File: src/sv/conv3_pkg.sv
// Shared types and constants for the 3x3 convolution stream core.
// Used by every module of the block but conv3_ram; depends on nothing.
package conv3_pkg;

    localparam int MAX_COLUMNS = 512;
    localparam int MAX_ROWS    = 256;
    localparam int KERNEL_TAPS = 3;
    localparam int COL_W       = $clog2(MAX_COLUMNS);
    localparam int ROW_W       = $clog2(MAX_ROWS);
    localparam int PIX_W       = 8;
    localparam int COEF_W      = 16;
    localparam int KROW_W      = KERNEL_TAPS * COEF_W;
    localparam int PROD_W      = PIX_W + 1 + COEF_W;
    localparam int PART_W      = PROD_W + 2;
    localparam int SUM_W       = 28;
    localparam int FIFO_DEPTH  = 4;
    localparam int FIFO_AW     = $clog2(FIFO_DEPTH);
    localparam int COLS_REG_W  = 10;
    localparam int ROWS_REG_W  = 9;
    localparam int COLS_RESET  = 320;
    localparam int ROWS_RESET  = 253;

    typedef enum logic [2:0] {
        REG_KERNEL_TOP    = 3'd0,
        REG_KERNEL_MID    = 3'd1,
        REG_KERNEL_BOTTOM = 3'd2,
        REG_IMAGE_COLUMNS = 3'd3,
        REG_IMAGE_ROWS    = 3'd4
    } reg_idx_t;

    typedef struct packed {
        logic [KERNEL_TAPS-1:0][KROW_W-1:0] kernel;
        logic [COL_W-1:0]                   col_last;
        logic [ROW_W-1:0]                   row_last;
        logic                               restart;
    } cfg_t;

    typedef struct packed {
        logic [KERNEL_TAPS-1:0][KERNEL_TAPS-1:0][PIX_W-1:0] win;
        logic                                               row_end;
        logic                                               frame_end;
    } win_item_t;

endpackage

File: src/sv/conv3_back.sv
// Back end: nine products, partial sums, final sum and output register.
// Depends on conv3_pkg; drains the item queue under output back-pressure.
module conv3_back
    import conv3_pkg::*;
(
    input  logic             clk,
    input  logic             rst_n,
    input  cfg_t             cfg,
    input  logic             empty,
    input  win_item_t        pop_item,
    output logic             pop,
    output logic             out_valid,
    input  logic             out_ready,
    output logic [SUM_W-1:0] out_sum,
    output logic             out_row_end,
    output logic             out_frame_end
);

    logic              en;
    logic              p1_valid_reg, p2_valid_reg, out_valid_reg;
    logic              p1_rend_reg, p1_fend_reg;
    logic              p2_rend_reg, p2_fend_reg;
    logic              out_rend_reg, out_fend_reg;
    logic [PROD_W-1:0] prod_reg  [KERNEL_TAPS][KERNEL_TAPS];
    logic [PROD_W-1:0] prod_next [KERNEL_TAPS][KERNEL_TAPS];
    logic [PART_W-1:0] part_reg  [KERNEL_TAPS];
    logic [PART_W-1:0] part_next [KERNEL_TAPS];
    logic [SUM_W-1:0]  sum_reg, sum_next;

    assign en  = !out_valid_reg || out_ready;
    assign pop = !empty && en;

    always_comb
    begin
        for (int m = 0; m < KERNEL_TAPS; m++)
        begin
            for (int n = 0; n < KERNEL_TAPS; n++)
            begin
                prod_next[m][n] = $signed({{(PROD_W-PIX_W){1'b0}}, pop_item.win[m][n]})
                                * $signed({{(PROD_W-COEF_W){cfg.kernel[m][n*COEF_W+COEF_W-1]}},
                                           cfg.kernel[m][n*COEF_W +: COEF_W]});
            end
        end
    end

    always_comb
    begin
        for (int m = 0; m < KERNEL_TAPS; m++)
        begin
            part_next[m] = {{2{prod_reg[m][0][PROD_W-1]}}, prod_reg[m][0]}
                         + {{2{prod_reg[m][1][PROD_W-1]}}, prod_reg[m][1]}
                         + {{2{prod_reg[m][2][PROD_W-1]}}, prod_reg[m][2]};
        end
        sum_next = {part_reg[0][PART_W-1], part_reg[0]}
                 + {part_reg[1][PART_W-1], part_reg[1]}
                 + {part_reg[2][PART_W-1], part_reg[2]};
    end

    always_ff @(posedge clk or negedge rst_n)
    begin
        if (!rst_n)
        begin
            p1_valid_reg  <= 1'b0;
            p2_valid_reg  <= 1'b0;
            out_valid_reg <= 1'b0;
        end
        else if (en)
        begin
            p1_valid_reg  <= pop;
            p2_valid_reg  <= p1_valid_reg;
            out_valid_reg <= p2_valid_reg;
        end
    end

    always_ff @(posedge clk)
    begin
        if (en)
        begin
            prod_reg     <= prod_next;
            p1_rend_reg  <= pop_item.row_end;
            p1_fend_reg  <= pop_item.frame_end;
            part_reg     <= part_next;
            p2_rend_reg  <= p1_rend_reg;
            p2_fend_reg  <= p1_fend_reg;
            sum_reg      <= sum_next;
            out_rend_reg <= p2_rend_reg;
            out_fend_reg <= p2_fend_reg;
        end
    end

    assign out_valid     = out_valid_reg;
    assign out_sum       = sum_reg;
    assign out_row_end   = out_rend_reg;
    assign out_frame_end = out_fend_reg;

`ifndef SYNTH
    a_pop_reaches_p1: assert property (@(posedge clk) disable iff (!rst_n)
        pop |=> p1_valid_reg)
        else $error("popped item did not enter product stage");
`endif

endmodule

File: config.mk
export PLATFORM = sky130hd
export DESIGN_NAME = conv3_back
export DESIGN_NICKNAME = d
export VERILOG_FILES = /design/src/sv/conv3_pkg.sv /design/src/sv/conv3_back.sv
export SDC_FILE = /design/constraint.sdc
export NUM_CORES = 2
export LEC_CHECK = 0
export BUFFER_PORTS_ARGS = -buffer_cell sky130_fd_sc_hd__buf_2
export CORE_MARGIN = 2
export CORE_UTILIZATION = 50
export DETAILED_ROUTE_END_ITERATION = 12
export PLACE_DENSITY_LB_ADDON = 0.2
export SLEW_MARGIN = 40
export SYNTH_ARGS = -nofsm -noshare
export SYNTH_HDL_FRONTEND = slang
export SYNTH_SLANG_ARGS = --single-unit
File: constraint.sdc
create_clock -name clk -period 20.2 [get_ports clk]
set_input_delay 0 -clock clk [delete_from_list [all_inputs] [get_ports clk]]
set_output_delay 0 -clock clk [all_outputs]
set_load 0.005 [all_outputs]
Word-level counts from Yosys, hierarchy flattened
Cells that the tools add are included.
{"block": "op_classes", "n_addsub": 8, "multipliers": 9, "n_reduce_logical": 4}
{"op": "$mul 9x16->25", "count": 9}
{"op": "$add 26x25->27", "count": 3}
{"op": "$add 25x25->26", "count": 3}
{"op": "$add 27x27->28", "count": 1}
{"op": "$add 28x28->28", "count": 1}
{"op": "$logic_not 1->1", "count": 2}
{"op": "$logic_and 1x1->1", "count": 1}
{"op": "$logic_or 1x1->1", "count": 1}
{"block": "totals", "regBits": 343, "inputBits": 240, "elab_cells": 43}

Longest topological paths before layout
{"block": "depth", "word_depth": 3, "mapped_depth": 21}

Least setup slack after synthesis
OpenSTA, ideal clock, no wires.
{"block": "synth_path", "path_kind": "register to register", "from": "register out_valid_reg, in the netlist out_valid", "to": "register out_fend_reg, in the netlist out_frame_end (enable)", "setup_ps": 690, "arrival_time_ps": 7115, "t_required_ps": 19510, "setup_slack_ps": 12395, "stages_incl_launch_ff": 3, "period_less_slack_ps": 7805, "cell_sequence": "dfrtp_1 -> nor2b_1 -> inv_1"}
{"block": "synth_via", "elab_chain_len": 2}
{"item": "start, declared", "line": "conv3_back.sv:20", "text": "logic p1_valid_reg, p2_valid_reg, out_valid_reg;"}
{"item": "start signal, assigned", "line": "conv3_back.sv:71", "text": "out_valid_reg <= p2_valid_reg;"}
{"item": "$logic_not 1->1", "line": "conv3_back.sv:30", "text": "assign en = !out_valid_reg || out_ready;"}
{"item": "$logic_or 1x1->1", "line": "conv3_back.sv:30"}
{"item": "end signal, assigned", "line": "conv3_back.sv:87", "text": "out_fend_reg <= p2_fend_reg;"}
{"item": "end, declared", "line": "conv3_back.sv:23", "text": "logic out_rend_reg, out_fend_reg;"}
Every way passes these cells.
A chain may end at the register's enable or synchronous reset.

==> impl_metrics.tcl <==
set metrics [dict create \
    drtIter0Drc 2250 \
    io_buffers 253 \
    worstPathArrival_ns 5.25 \
    synth.top_cells.by_area "fa_1 35%, edfxtp_1 18%, ha_1 12%" \
    place_congestion 0.891 \
    die_w_um 344 \
    ctsRootBufferMaster "clkbuf_16" \
    io_pins 272 \
    grt_pass1_wl_mm 215 \
    grt_max_degree 105 \
    dpl-instance-area_um2 60800 \
    vias_per_cell 5.18 \
    async_flop_share_pct 0.875 \
    drt_wl_total_mm 129 \
    synth_most_common_cell "inv_1" \
    synth_edf_count 340 \
    globalRoute.totalOverflow 0 \
    antenna_left 0 \
    place_hpwl_mm 107 \
    synth.cell_area_um2 57900 \
    grt_pass1_vias 41800 \
    finalClockSkew_ns 0.0242 \
    ctsResizeCount 0 \
    path_class "in -> reg" \
    cts_buffers 40 \
    antenna_found_initial 31 \
    drc_errors 0 \
    synth_fp_nets 7712 \
    ys_ff_latch 343 \
    yosys_warnings 0 \
    drtPass1Iterations 5 \
    maxCapViolCount 0 \
    syn_area_per_cell_um2 9.81 \
    routedWlPerCell_um 16.8 \
    finalSetupViolCount 0 \
    cts.path.max_buffers 3 \
    cts_tree "built" \
    largest_reg_flops 225 \
    rsz0062_at_grt "false" \
    slew_headroom_pct 45.8 \
    period_share_pct 24.6 \
    synthTopCellsByCount "1398 x inv_1, 1024 x fa_1, 631 x and2_1" \
    yosysTopAreaCell "fa_1" \
    numClockSinks 343 \
    setup_tns_ns 0 \
    slew_viol_final 0 \
    h-tree-depth 2 \
    worstSetupStartpointType "input port" \
    vias 39800 \
    finalHoldViolations 0 \
    required_ns 20.49 \
    start_util_pct 50.5 \
    area_growth_pct 7.74 \
    synth_top_area_share_pct 35.4 \
    post-route-min-period_ns 4.97 \
    drive_above_1_share_pct 6.01 \
    final_area_um2 62400 \
    yosysSeqAreaShare_pct 17.8 \
    worst_pin_slew_ns 0.813 \
    rows 124 \
    fp.dieH_um 344 \
    hp-class "in -> reg" \
    syn_inst 5897 \
    fin_hold_ws_ns 0.0346 \
    status "finished, final reports clean" \
    path_clk_slew_ns 0.06 \
    grt_use_total_pct 22.8 \
    ys_types 82 \
    synth_ff_type "edfxtp_1" \
    cp_max_fo 8 \
    reg2reg_slack_ns 16.27 \
    fin_nets 7953 \
    cp-end-kind "register" \
    insertion_delay_ns 0.57 \
    fp.coreArea_um2 115000 \
    fmax_ghz 0.201 \
    die_area_um2 118000 \
]
layer usage:
layer	up-vias	GRT usage [%]	part of all wire, %
li1	18700	-	-
met1	20200	32.9	46
met2	838	36.7	46
met3	128	3.52	5.9
met4	16	4.73	1.8
met5	-	0	0.079
path summary, 6_finish.rpt:
check                             start           end  cells after the start
setup / recovery               cfg[115]  prod_reg[74]                     20
hold / removal             pop_item[66]   prod_reg[0]                      2
setup reg to reg           prod_reg[26]  part_reg[25]                     13
hold reg to reg             p1_fend_reg   p2_fend_reg                      0
max in group asynchronous         rst_n  p2_valid_reg                      3
min in group asynchronous         rst_n     out_valid                      3
cell type report:
| type | instances | area [um2] |
|---|---|---|
| diodes | 8 | 20.0 |
| inverters | 1398 | 5260 |
| clock buffers | 47 | 1050 |
| clock inverters | 25 | 251 |
| well taps | 1512 | 1890 |
| flip-flops and latches | 343 | 10300 |
| fillers | 10400 | 52100 |
| repair buffers | 283 | 1580 |
| multi-input cells | 4072 | 42000 |
cells by family after synthesis:
group / share of synthesized area [%]
buffers and inverters: 9.62
AOI/OAI and AO/OA: 6.78
xor gates and xnor gates: 4.37
DFF: 17.8
adders and majority gates: 47.3
and+or+nand+nor: 14.1
muxes: 0.0584
cells in the final DEF, fill, tap and decap left out, types with 6 or more instances in the layout:
master / Yosys / final
nor2b_1: 34 / 34
ha_1: 551 / 551
diode_2: 0 / 8
a21boi_0: 8 / 8
a21oi_1: 205 / 205
o31ai_1: 9 / 9
o21ai_0: 79 / 79
clkbuf_1: 83 / 6
buf_2: 0 / 253
o21bai_1: 26 / 26
xnor2_1: 203 / 203
and3_1: 21 / 21
nand2b_1: 29 / 29
a41oi_1: 6 / 6
o21a_1: 39 / 39
nand2_1: 615 / 615
o21ai_1: 7 / 7
clkbuf_16: 0 / 41
a31oi_1: 18 / 18
nand3_1: 41 / 41
and2_1: 631 / 631
inv_1: 1398 / 1397
edfxtp_1: 340 / 340
o211ai_1: 12 / 12
nor3_1: 46 / 46
or3_1: 19 / 19
nor2_1: 124 / 124
nand4_1: 12 / 12
a211oi_1: 12 / 12
fa_1: 1024 / 1024
xor2_1: 86 / 86
dlygate4sd3_1: 0 / 26
a21o_1: 89 / 89
or2_2: 15 / 15
clkinv_1: 0 / 8
a31o_2: 8 / 8
metrics by stage:
step	util (%)	setup slack, ns	std cells
final	54.5	15.23	7688
after global routing	54.5	15.00	7687
after CTS	54.4	15.32	7680
after detailed placement	53.1	14.92	7582
after global placement	53.1	14.94	7581
after floorplan	-	12.40	5897
timing repair:
| action | CTS | global route |
|---|---|---|
| endpoints found under the hold margin | 22 | 0 |
| setup endpoints to repair | 0 | 0 |
| hold buffers | 26 | 0 |
| setup buffers | 0 | 0 |
worst max-delay path: stages:
cell and delay, ns:
dlygate4sd3_1 0.55, buf_2 0.17, and2_1 0.18, fa_1 0.36, ha_1 0.31, ha_1 0.28
inv_1 0.05, fa_1 0.47, inv_1 0.04, ha_1 0.21, fa_1 0.45, a21o_1 0.19
a21oi_1 0.28, o21a_1 0.19, nor4_1 0.09, o41ai_2 0.55, nor3_1 0.16, or3_1 0.40
a21oi_1 0.18, xnor2_1 0.13
Power is not shown: default switching activity piles up to over one toggle a cycle in this logic, so the estimate is an artifact.
