File: src/sv/conv3_pkg.sv
// Shared types and constants for the 3x3 convolution stream core.
// Used by every module of the block but conv3_ram; depends on nothing.
package conv3_pkg;

    localparam int MAX_COLUMNS = 512;
    localparam int MAX_ROWS    = 256;
    localparam int KERNEL_TAPS = 3;
    localparam int COL_W       = $clog2(MAX_COLUMNS);
    localparam int ROW_W       = $clog2(MAX_ROWS);
    localparam int PIX_W       = 8;
    localparam int COEF_W      = 16;
    localparam int KROW_W      = KERNEL_TAPS * COEF_W;
    localparam int PROD_W      = PIX_W + 1 + COEF_W;
    localparam int PART_W      = PROD_W + 2;
    localparam int SUM_W       = 28;
    localparam int FIFO_DEPTH  = 4;
    localparam int FIFO_AW     = $clog2(FIFO_DEPTH);
    localparam int COLS_REG_W  = 10;
    localparam int ROWS_REG_W  = 9;
    localparam int COLS_RESET  = 320;
    localparam int ROWS_RESET  = 253;

    typedef enum logic [2:0] {
        REG_KERNEL_TOP    = 3'd0,
        REG_KERNEL_MID    = 3'd1,
        REG_KERNEL_BOTTOM = 3'd2,
        REG_IMAGE_COLUMNS = 3'd3,
        REG_IMAGE_ROWS    = 3'd4
    } reg_idx_t;

    typedef struct packed {
        logic [KERNEL_TAPS-1:0][KROW_W-1:0] kernel;
        logic [COL_W-1:0]                   col_last;
        logic [ROW_W-1:0]                   row_last;
        logic                               restart;
    } cfg_t;

    typedef struct packed {
        logic [KERNEL_TAPS-1:0][KERNEL_TAPS-1:0][PIX_W-1:0] win;
        logic                                               row_end;
        logic                                               frame_end;
    } win_item_t;

endpackage

File: src/sv/conv3_fifo.sv
// Short queue of window items between the front end and the MAC back end.
// Depends on conv3_pkg.
module conv3_fifo
    import conv3_pkg::*;
(
    input  logic      clk,
    input  logic      rst_n,
    input  logic      push,
    input  win_item_t push_item,
    input  logic      pop,
    output win_item_t pop_item,
    output logic      empty,
    output logic      room
);

    win_item_t          mem [FIFO_DEPTH];
    logic [FIFO_AW-1:0] wr_ptr_reg, rd_ptr_reg;
    logic [FIFO_AW:0]   count_reg, count_next;
    logic               full;

    assign empty    = (count_reg == '0);
    assign full     = (count_reg == (FIFO_AW+1)'(FIFO_DEPTH));
    assign room     = (count_reg <= (FIFO_AW+1)'(FIFO_DEPTH - 2));
    assign pop_item = mem[rd_ptr_reg];

    always_comb
    begin
        count_next = count_reg;
        unique case ({push, pop})
            2'b10:   count_next = count_reg + 1'b1;
            2'b01:   count_next = count_reg - 1'b1;
            default: count_next = count_reg;
        endcase
    end

    always_ff @(posedge clk or negedge rst_n)
    begin
        if (!rst_n)
        begin
            wr_ptr_reg <= '0;
            rd_ptr_reg <= '0;
            count_reg  <= '0;
        end
        else
        begin
            count_reg <= count_next;
            if (push)
            begin
                wr_ptr_reg <= wr_ptr_reg + 1'b1;
            end
            if (pop)
            begin
                rd_ptr_reg <= rd_ptr_reg + 1'b1;
            end
        end
    end

    always_ff @(posedge clk)
    begin
        if (push)
        begin
            mem[wr_ptr_reg] <= push_item;
        end
    end

`ifndef SYNTH
    a_no_overflow: assert property (@(posedge clk) disable iff (!rst_n)
        !(push && full))
        else $error("queue overflow");
    a_no_underflow: assert property (@(posedge clk) disable iff (!rst_n)
        !(pop && empty))
        else $error("queue underflow");
    a_count_tracks: assert property (@(posedge clk) disable iff (!rst_n)
        (push && !pop) |=> (count_reg == $past(count_reg) + 1'b1))
        else $error("queue count lost a push");
`endif

endmodule

File: config.mk
export PLATFORM = sky130hd
export DESIGN_NAME = conv3_fifo
export DESIGN_NICKNAME = d
export VERILOG_FILES = /design/src/sv/conv3_pkg.sv /design/src/sv/conv3_fifo.sv
export SDC_FILE = /design/constraint.sdc
export NUM_CORES = 1
export LEC_CHECK = 0
export ABC_AREA = 0
export BUFFER_PORTS_ARGS = -buffer_cell sky130_fd_sc_hd__buf_2
export CAP_MARGIN = 20
export CELL_PAD_IN_SITES_DETAIL_PLACEMENT = 0
export CELL_PAD_IN_SITES_GLOBAL_PLACEMENT = 1
export CORE_UTILIZATION = 35
export CTS_CLUSTER_SIZE = 25
export DETAILED_ROUTE_END_ITERATION = 8
export PLACE_DENSITY = 0.62
export SLEW_MARGIN = 20
export SYNTH_ARGS = -nofsm -noshare
export SYNTH_HDL_FRONTEND = slang
export SYNTH_SLANG_ARGS = --single-unit
File: constraint.sdc
create_clock -name clk -period 3.6 [get_ports clk]
set_input_delay 0.36 -clock clk [delete_from_list [all_inputs] [get_ports clk]]
set_output_delay 0.36 -clock clk [all_outputs]
set_load 0.05 [all_outputs]
==> Word-level counts from Yosys, hierarchy flattened <==
Memory sizes are Yosys's and may differ from the RTL's.
Cells that the tools add are included.
{ "word_totals": {"register_bits": 7, "latchBits": 0, "ram_bits": 296, "rom_bits": 0, "inputBits": 78, "out_inout_bits": 76, "word_cells": 16, "memories": 1} }
{ "mem_list": {"columns": ["memory", "depth", "word_bits", "read_ports", "rd_clocked_by_memory_dff", "write_ports", "line", "text"], "rows": [
  ["mem", 4, 74, 1, 0, 1, "conv3_fifo.sv:16", "win_item_t mem [FIFO_DEPTH];"]
]} }
{ "op_classes": {"n_addsub": 4, "multipliers": 0, "div": 0, "n_lt_le_gt_ge": 1, "n_eq_ne": 2, "shifts": 0, "muxes": 3, "bitwise": 0, "reduce_logical": 2} }
{ "op_table": {"columns": ["op", "count"], "rows": [
  ["3-bit one-hot mux with 2 select lines", 1],
  ["2-bit by 1-bit adder with 2-bit output (second input constant)", 2],
  ["3-bit by 1-bit adder with 3-bit output (second input constant)", 1],
  ["3-bit by 2-bit less-or-equal comparator with 1-bit output (second input constant)", 1],
  ["3-bit logical NOT", 1],
  ["3-bit by 1-bit subtractor with 3-bit output (second input constant)", 1],
  ["2-bit by 1-bit equality test with 1-bit output (second input constant)", 1],
  ["2-bit equality test (second input constant)", 1],
  ["1-bit two-way mux", 2],
  ["2-bit nonzero test", 1]
]} }

==> Logic depth before layout (Yosys ltp) <==
{ "depth": {"word_depth": 2, "ltp_mapped": 7, "ltp_nobuf": 7} }

==> Least setup slack after synthesis <==
OpenSTA, ideal clock, no wires.
{ "synth_timing": {"path_kind": "register to register", "start": "reg wr_ptr_reg[0]", "end": "mem mem[0][0] in the netlist's numbering, enable pin", "setup_ps": 440, "arrival_time_ps": 2350, "required_ps": 3160, "path_slack_ps": 810, "stages_incl_launch_ff": 4, "n_path_buf": 0, "synth_period_minus_slack_ps": 2790, "path_cell_list": "dfrtp_1 inv_1 ha_1 and2_1"} }
{ "synth_lines": {"columns": ["item", "line", "text"], "rows": [
  ["start, declared", "conv3_fifo.sv:17", "logic [FIFO_AW-1:0] wr_ptr_reg, rd_ptr_reg;"],
  ["start signal, assigned", "conv3_fifo.sv:49", "wr_ptr_reg <= wr_ptr_reg + 1'b1;"],
  ["end, declared", "conv3_fifo.sv:16", null]
]} }
No word-level cell before the write port.

==> results by stage <==
Min path:
- In this run the most critical hold path is launched from push_item[17].
- The type of the worst min-delay path is in2reg.
- Along the worst hold path, the cell count comes to 1.
- The destination of the worst hold path is mem[0][17].

Synthesis:
- The synthesized netlist occupies a cell area of 0.0111 mm^2.
- The dominant combinational cell family by area after synthesis is multiplexers.
- The number of warnings issued by yosys is 0.
- After synthesis, the share of cell area in mux cells is 0.150.
- Of the post-synthesis cell area, the dominant cell type holds 0.799.
- Of the synthesized area, sequential elements account for 0.815.
- For this run, the leading register cell type out of synthesis is sky130_fd_sc_hd__edfxtp_1.
- By area the synthesized netlist is led by sky130_fd_sc_hd__edfxtp_1 (80%), sky130_fd_sc_hd__mux4_2 (15%), sky130_fd_sc_hd__dfrtp_1 (1.6%), sky130_fd_sc_hd__buf_12 (0.90%), sky130_fd_sc_hd__ha_1 (0.56%).
- The total of flip-flops plus latches after synthesis is 303.
- After technology mapping, the gate count stands at 424.
- Ranked by instance count, the synthesized netlist is headed by sky130_fd_sc_hd__edfxtp_1 (296), sky130_fd_sc_hd__mux4_2 (74), sky130_fd_sc_hd__dfrtp_1 (7).
- The basic-gate share of the synthesized area counting and, or, nand and nor cells is 0.00405.
- The per-instance average area after synthesis is 26.2 um^2.
- Of all cell types, the one taking the most synthesized area is sky130_fd_sc_hd__edfxtp_1.
- Counting distinct cell types in the post-synthesis netlist gives 19.
- The post-synthesis share of cell area spent on full adders, half adders and majority gates is 0.00743.
- Counting every net in the synthesized netlist gives 508.
- The area fraction in compound gates after synthesis was 0.00135.
- The area share of xor/xnor cells in the synthesized design is 0.00473.
- Counting flops with a built-in enable in the synthesized netlist gives 296.
- sky130_fd_sc_hd__edfxtp_1 is the most common cell in the netlist.
- For this run, asynchronously set or reset flops after synthesis account for 0.0231.

Clock tree:
- After clock tree synthesis, the repair step resized 0 gates.
- Buffers inserted during clock tree synthesis total 34.
- The CTS sink count is 303.
- The clock-pin slew reported for the worst setup and hold paths after clock tree synthesis is 0.06 ns.
- The buffer type at the clock tree root is sky130_fd_sc_hd__clkbuf_16.
- The number of buffers on the longest clock path is 3.
- The clock tree from TritonCTS is yes.
- The clock latency reported for the late side of the worst-skew pair is 0.49 ns.
- The H-tree was split into 2 levels.

Timing:
- The worst-case headroom to the max-slew limit is 0.445.
- The final critical delay including setup and external delays is 2.75 ns.
- Dividing the final minimum period by the clock period gives 0.765.
- The count of final max-slew check failures came to 0.
- Timing would allow up to 363 MHz.
- At the pin with the least slew margin, the transition time is 0.833 ns.
- Setup violations remaining at the end of the flow were counted as 0.
- Setup repair after global routing left no endpoint under its margin.
- The setup skew after layout is 0.00995 ns.
- The final worst slack is 0.847 ns.
- Final hold analysis gives a worst-case slack of 0.0790 ns.
- The total count of hold-check failures in the final report is 0.
- The total negative slack for setup checks is 0 ns.

Floorplanning:
- In this run the standard cell core region covers 0.0309 mm^2.
- The count of pins on the block boundary is 154.
- The die covers 0.0325 mm^2.
- Row generation in the floorplan step produced 64 rows.
- The floorplan step set the die height to 180 um.
- The die is 180 um wide.
- The initial utilization of the core area, before any placement, comes to 0.360.

Pwr:
- In this run the power density over the cells is 952 mW/mm^2.
- The standby leakage power is 4.59 nW.
- Across the VDD grid, the largest voltage drop is 0.000638 V.

Setup path:
- In this run the critical register-to-register path is captured at mem[2][52].
- The type of the setup path with the least slack is reg2out.
- The critical path crosses 3 cells after its start point.
- The worst register-to-register path begins at wr_ptr_reg[0].
- STA classifies the critical path startpoint as a register.
- In this run the worst path has a maximum fanout of 69.
- The largest incremental delay on the critical path is 0.59 ns.
- The category of the worst setup path capture point is a primary output.
- The number of buffers and inverters on the critical path is 2.
- The kind of cell adding the most delay to the critical path is buffers and inverters.
- Across all register-to-register paths, the minimum setup slack is 1.51 ns.
- Counting cells, the worst reg-to-reg path comes to 4.
- The slowest cell on the critical path is sky130_fd_sc_hd__mux4_2.
- STA puts the critical path data arrival time at 2.39 ns.
- The signal on the critical path passes through buf_12 -> mux4_2 -> buf_2.
- At the worst endpoint, the required time is 3.24 ns.

Route:
- The routed layout has 4978 vias.
- In the routed layout, each cell is associated on average with a via count of 4.85.
- In the routed design, unresolved DRC markers number 0.
- The final antenna-violating net count is 0.
- The iteration count of the initial detailed-routing pass is 4.
- After detailed routing, the average wire length per cell comes to 20.3 um.
- The first routing iteration left 344 violations.
- The sum of routed wire length over all layers is 20.9 mm.

Global routing:
- The met1 demand-to-capacity share in global routing is 0.165.
- The first global-routing pass estimated 32.4 mm of wire.
- The number of global-route vias before repair is 5635.
- In the global route stage, overall resource usage came out at 0.131.
- The leftover overflow at the end of global routing is 0.
- The layer with the highest usage is met2.
- The met2 track utilization from global routing is 0.223.
- Entering global routing, the biggest net connects 70 pins.
- The initial antenna violation count is 1.
- The met3 usage in global routing is 0.0348.

Finish:
- At the end of the flow, the number of nets in the layout was 691.
- In the final layout, the multi-input gates occupy 0.00187 mm^2.
- The number of flip-flops in the largest register is 296.
- Of the cells placed in the final design, the portion with a size suffix greater than 1 is 0.463.
- The count of filler cells inserted in the layout is 2675.
- The design area is 0.0134 mm^2.
- The area growth from synthesis to final layout is 20.5%.
- Registers take 0.00907 mm^2.

Outcome:
- The flow ran to the end, and the final reports show no timing, DRC or antenna violations.

Place:
- The setup slack at placement is 1.30 ns.
- At the end of routability-driven placement, the weighted congestion stood at 0.669.
- Input and output buffers added on the ports amount to 153.
- The placed instances occupy a cell area of 0.0123 mm^2.
- The detailed placer's ending HPWL is 12.1 mm.

Flow run:
- The max capacitance violation total is 0.
[how the worst max path moves through the flow]
stage	from	end
2_1_floorplan	wr_ptr_reg[0]	mem[0][0]
3_3_place_gp	rd_ptr_reg[0]	pop_item[19]
3_5_place_dp	rd_ptr_reg[0]	pop_item[32]
4_1_cts	rd_ptr_reg[0]	pop_item[32]
5_1_grt	rd_ptr_reg[0]	pop_item[32]
6_report	rd_ptr_reg[0]	pop_item[25]
[cells in the final DEF, fill, tap and decap left out, drive strengths merged]
master and n:
a21oi 1, and2 4, buf 163, bufinv 1, clkbuf 45, clkinv 12
clkinvlp 1, dfrtp 7, diode 1, dlygate4sd3 1, edfxtp 296, fa 1
ha 5, inv 6, mux4 74, nand2 3, nor2 1, nor3 1
o21ai 2, xnor2 2, xor2 4
[area by class of cell]
type,instances,area share
multi-input cells,98,0.140
repair buffers,164,0.0654
clock inverters,14,0.00700
inverters,6,0.00168
diodes,1,0.000187
clock buffers,45,0.0721
well taps,396,0.0370
flip-flops and latches,303,0.677
[kinds of logic (layout without fill, tap and decap cells)]
group | after synthesis | in the layout
xor+xnor | 6 | 6
fa+ha+maj | 6 | 6
buf+inv | 23 | 229
compound gates | 3 | 3
flops | 303 | 303
simple gates | 9 | 9
mux | 74 | 74
other cells | 0 | 1
[per-stage QoR]
stage | cells | utilization | power (mW)
after floorplan | 424 | - | 8.72
final | 1027 | 0.433 | 12.8
after global routing | 1026 | 0.433 | 13.3
after detailed placement | 966 | 0.399 | 9.73
after CTS | 1026 | 0.433 | 13.0
after global placement | 966 | 0.399 | 9.67
[timing repair]
item / 4_1_cts / 5_1_grt
hold buffers: 1 / 0
setup buffers: 0 / 0
hold endpoints to repair: 7 / 0
[power breakdown]
part           switching, mW  total [mW]  leakage, nW  internal (mW)
sequential             0.277        4.90         2.80           4.62
combinational           3.25        4.64         1.27           1.39
clock                   1.27        3.22        0.526           1.95
[layer usage]
layer | wire length [um] | vias to the layer above
met3 | 1130 | 27
li1 | - | 2182
met2 | 10500 | 124
met1 | 8870 | 2645
met5 | 0 | -
met4 | 355 | 0
Note: power is estimated with default switching activity, not from simulation.
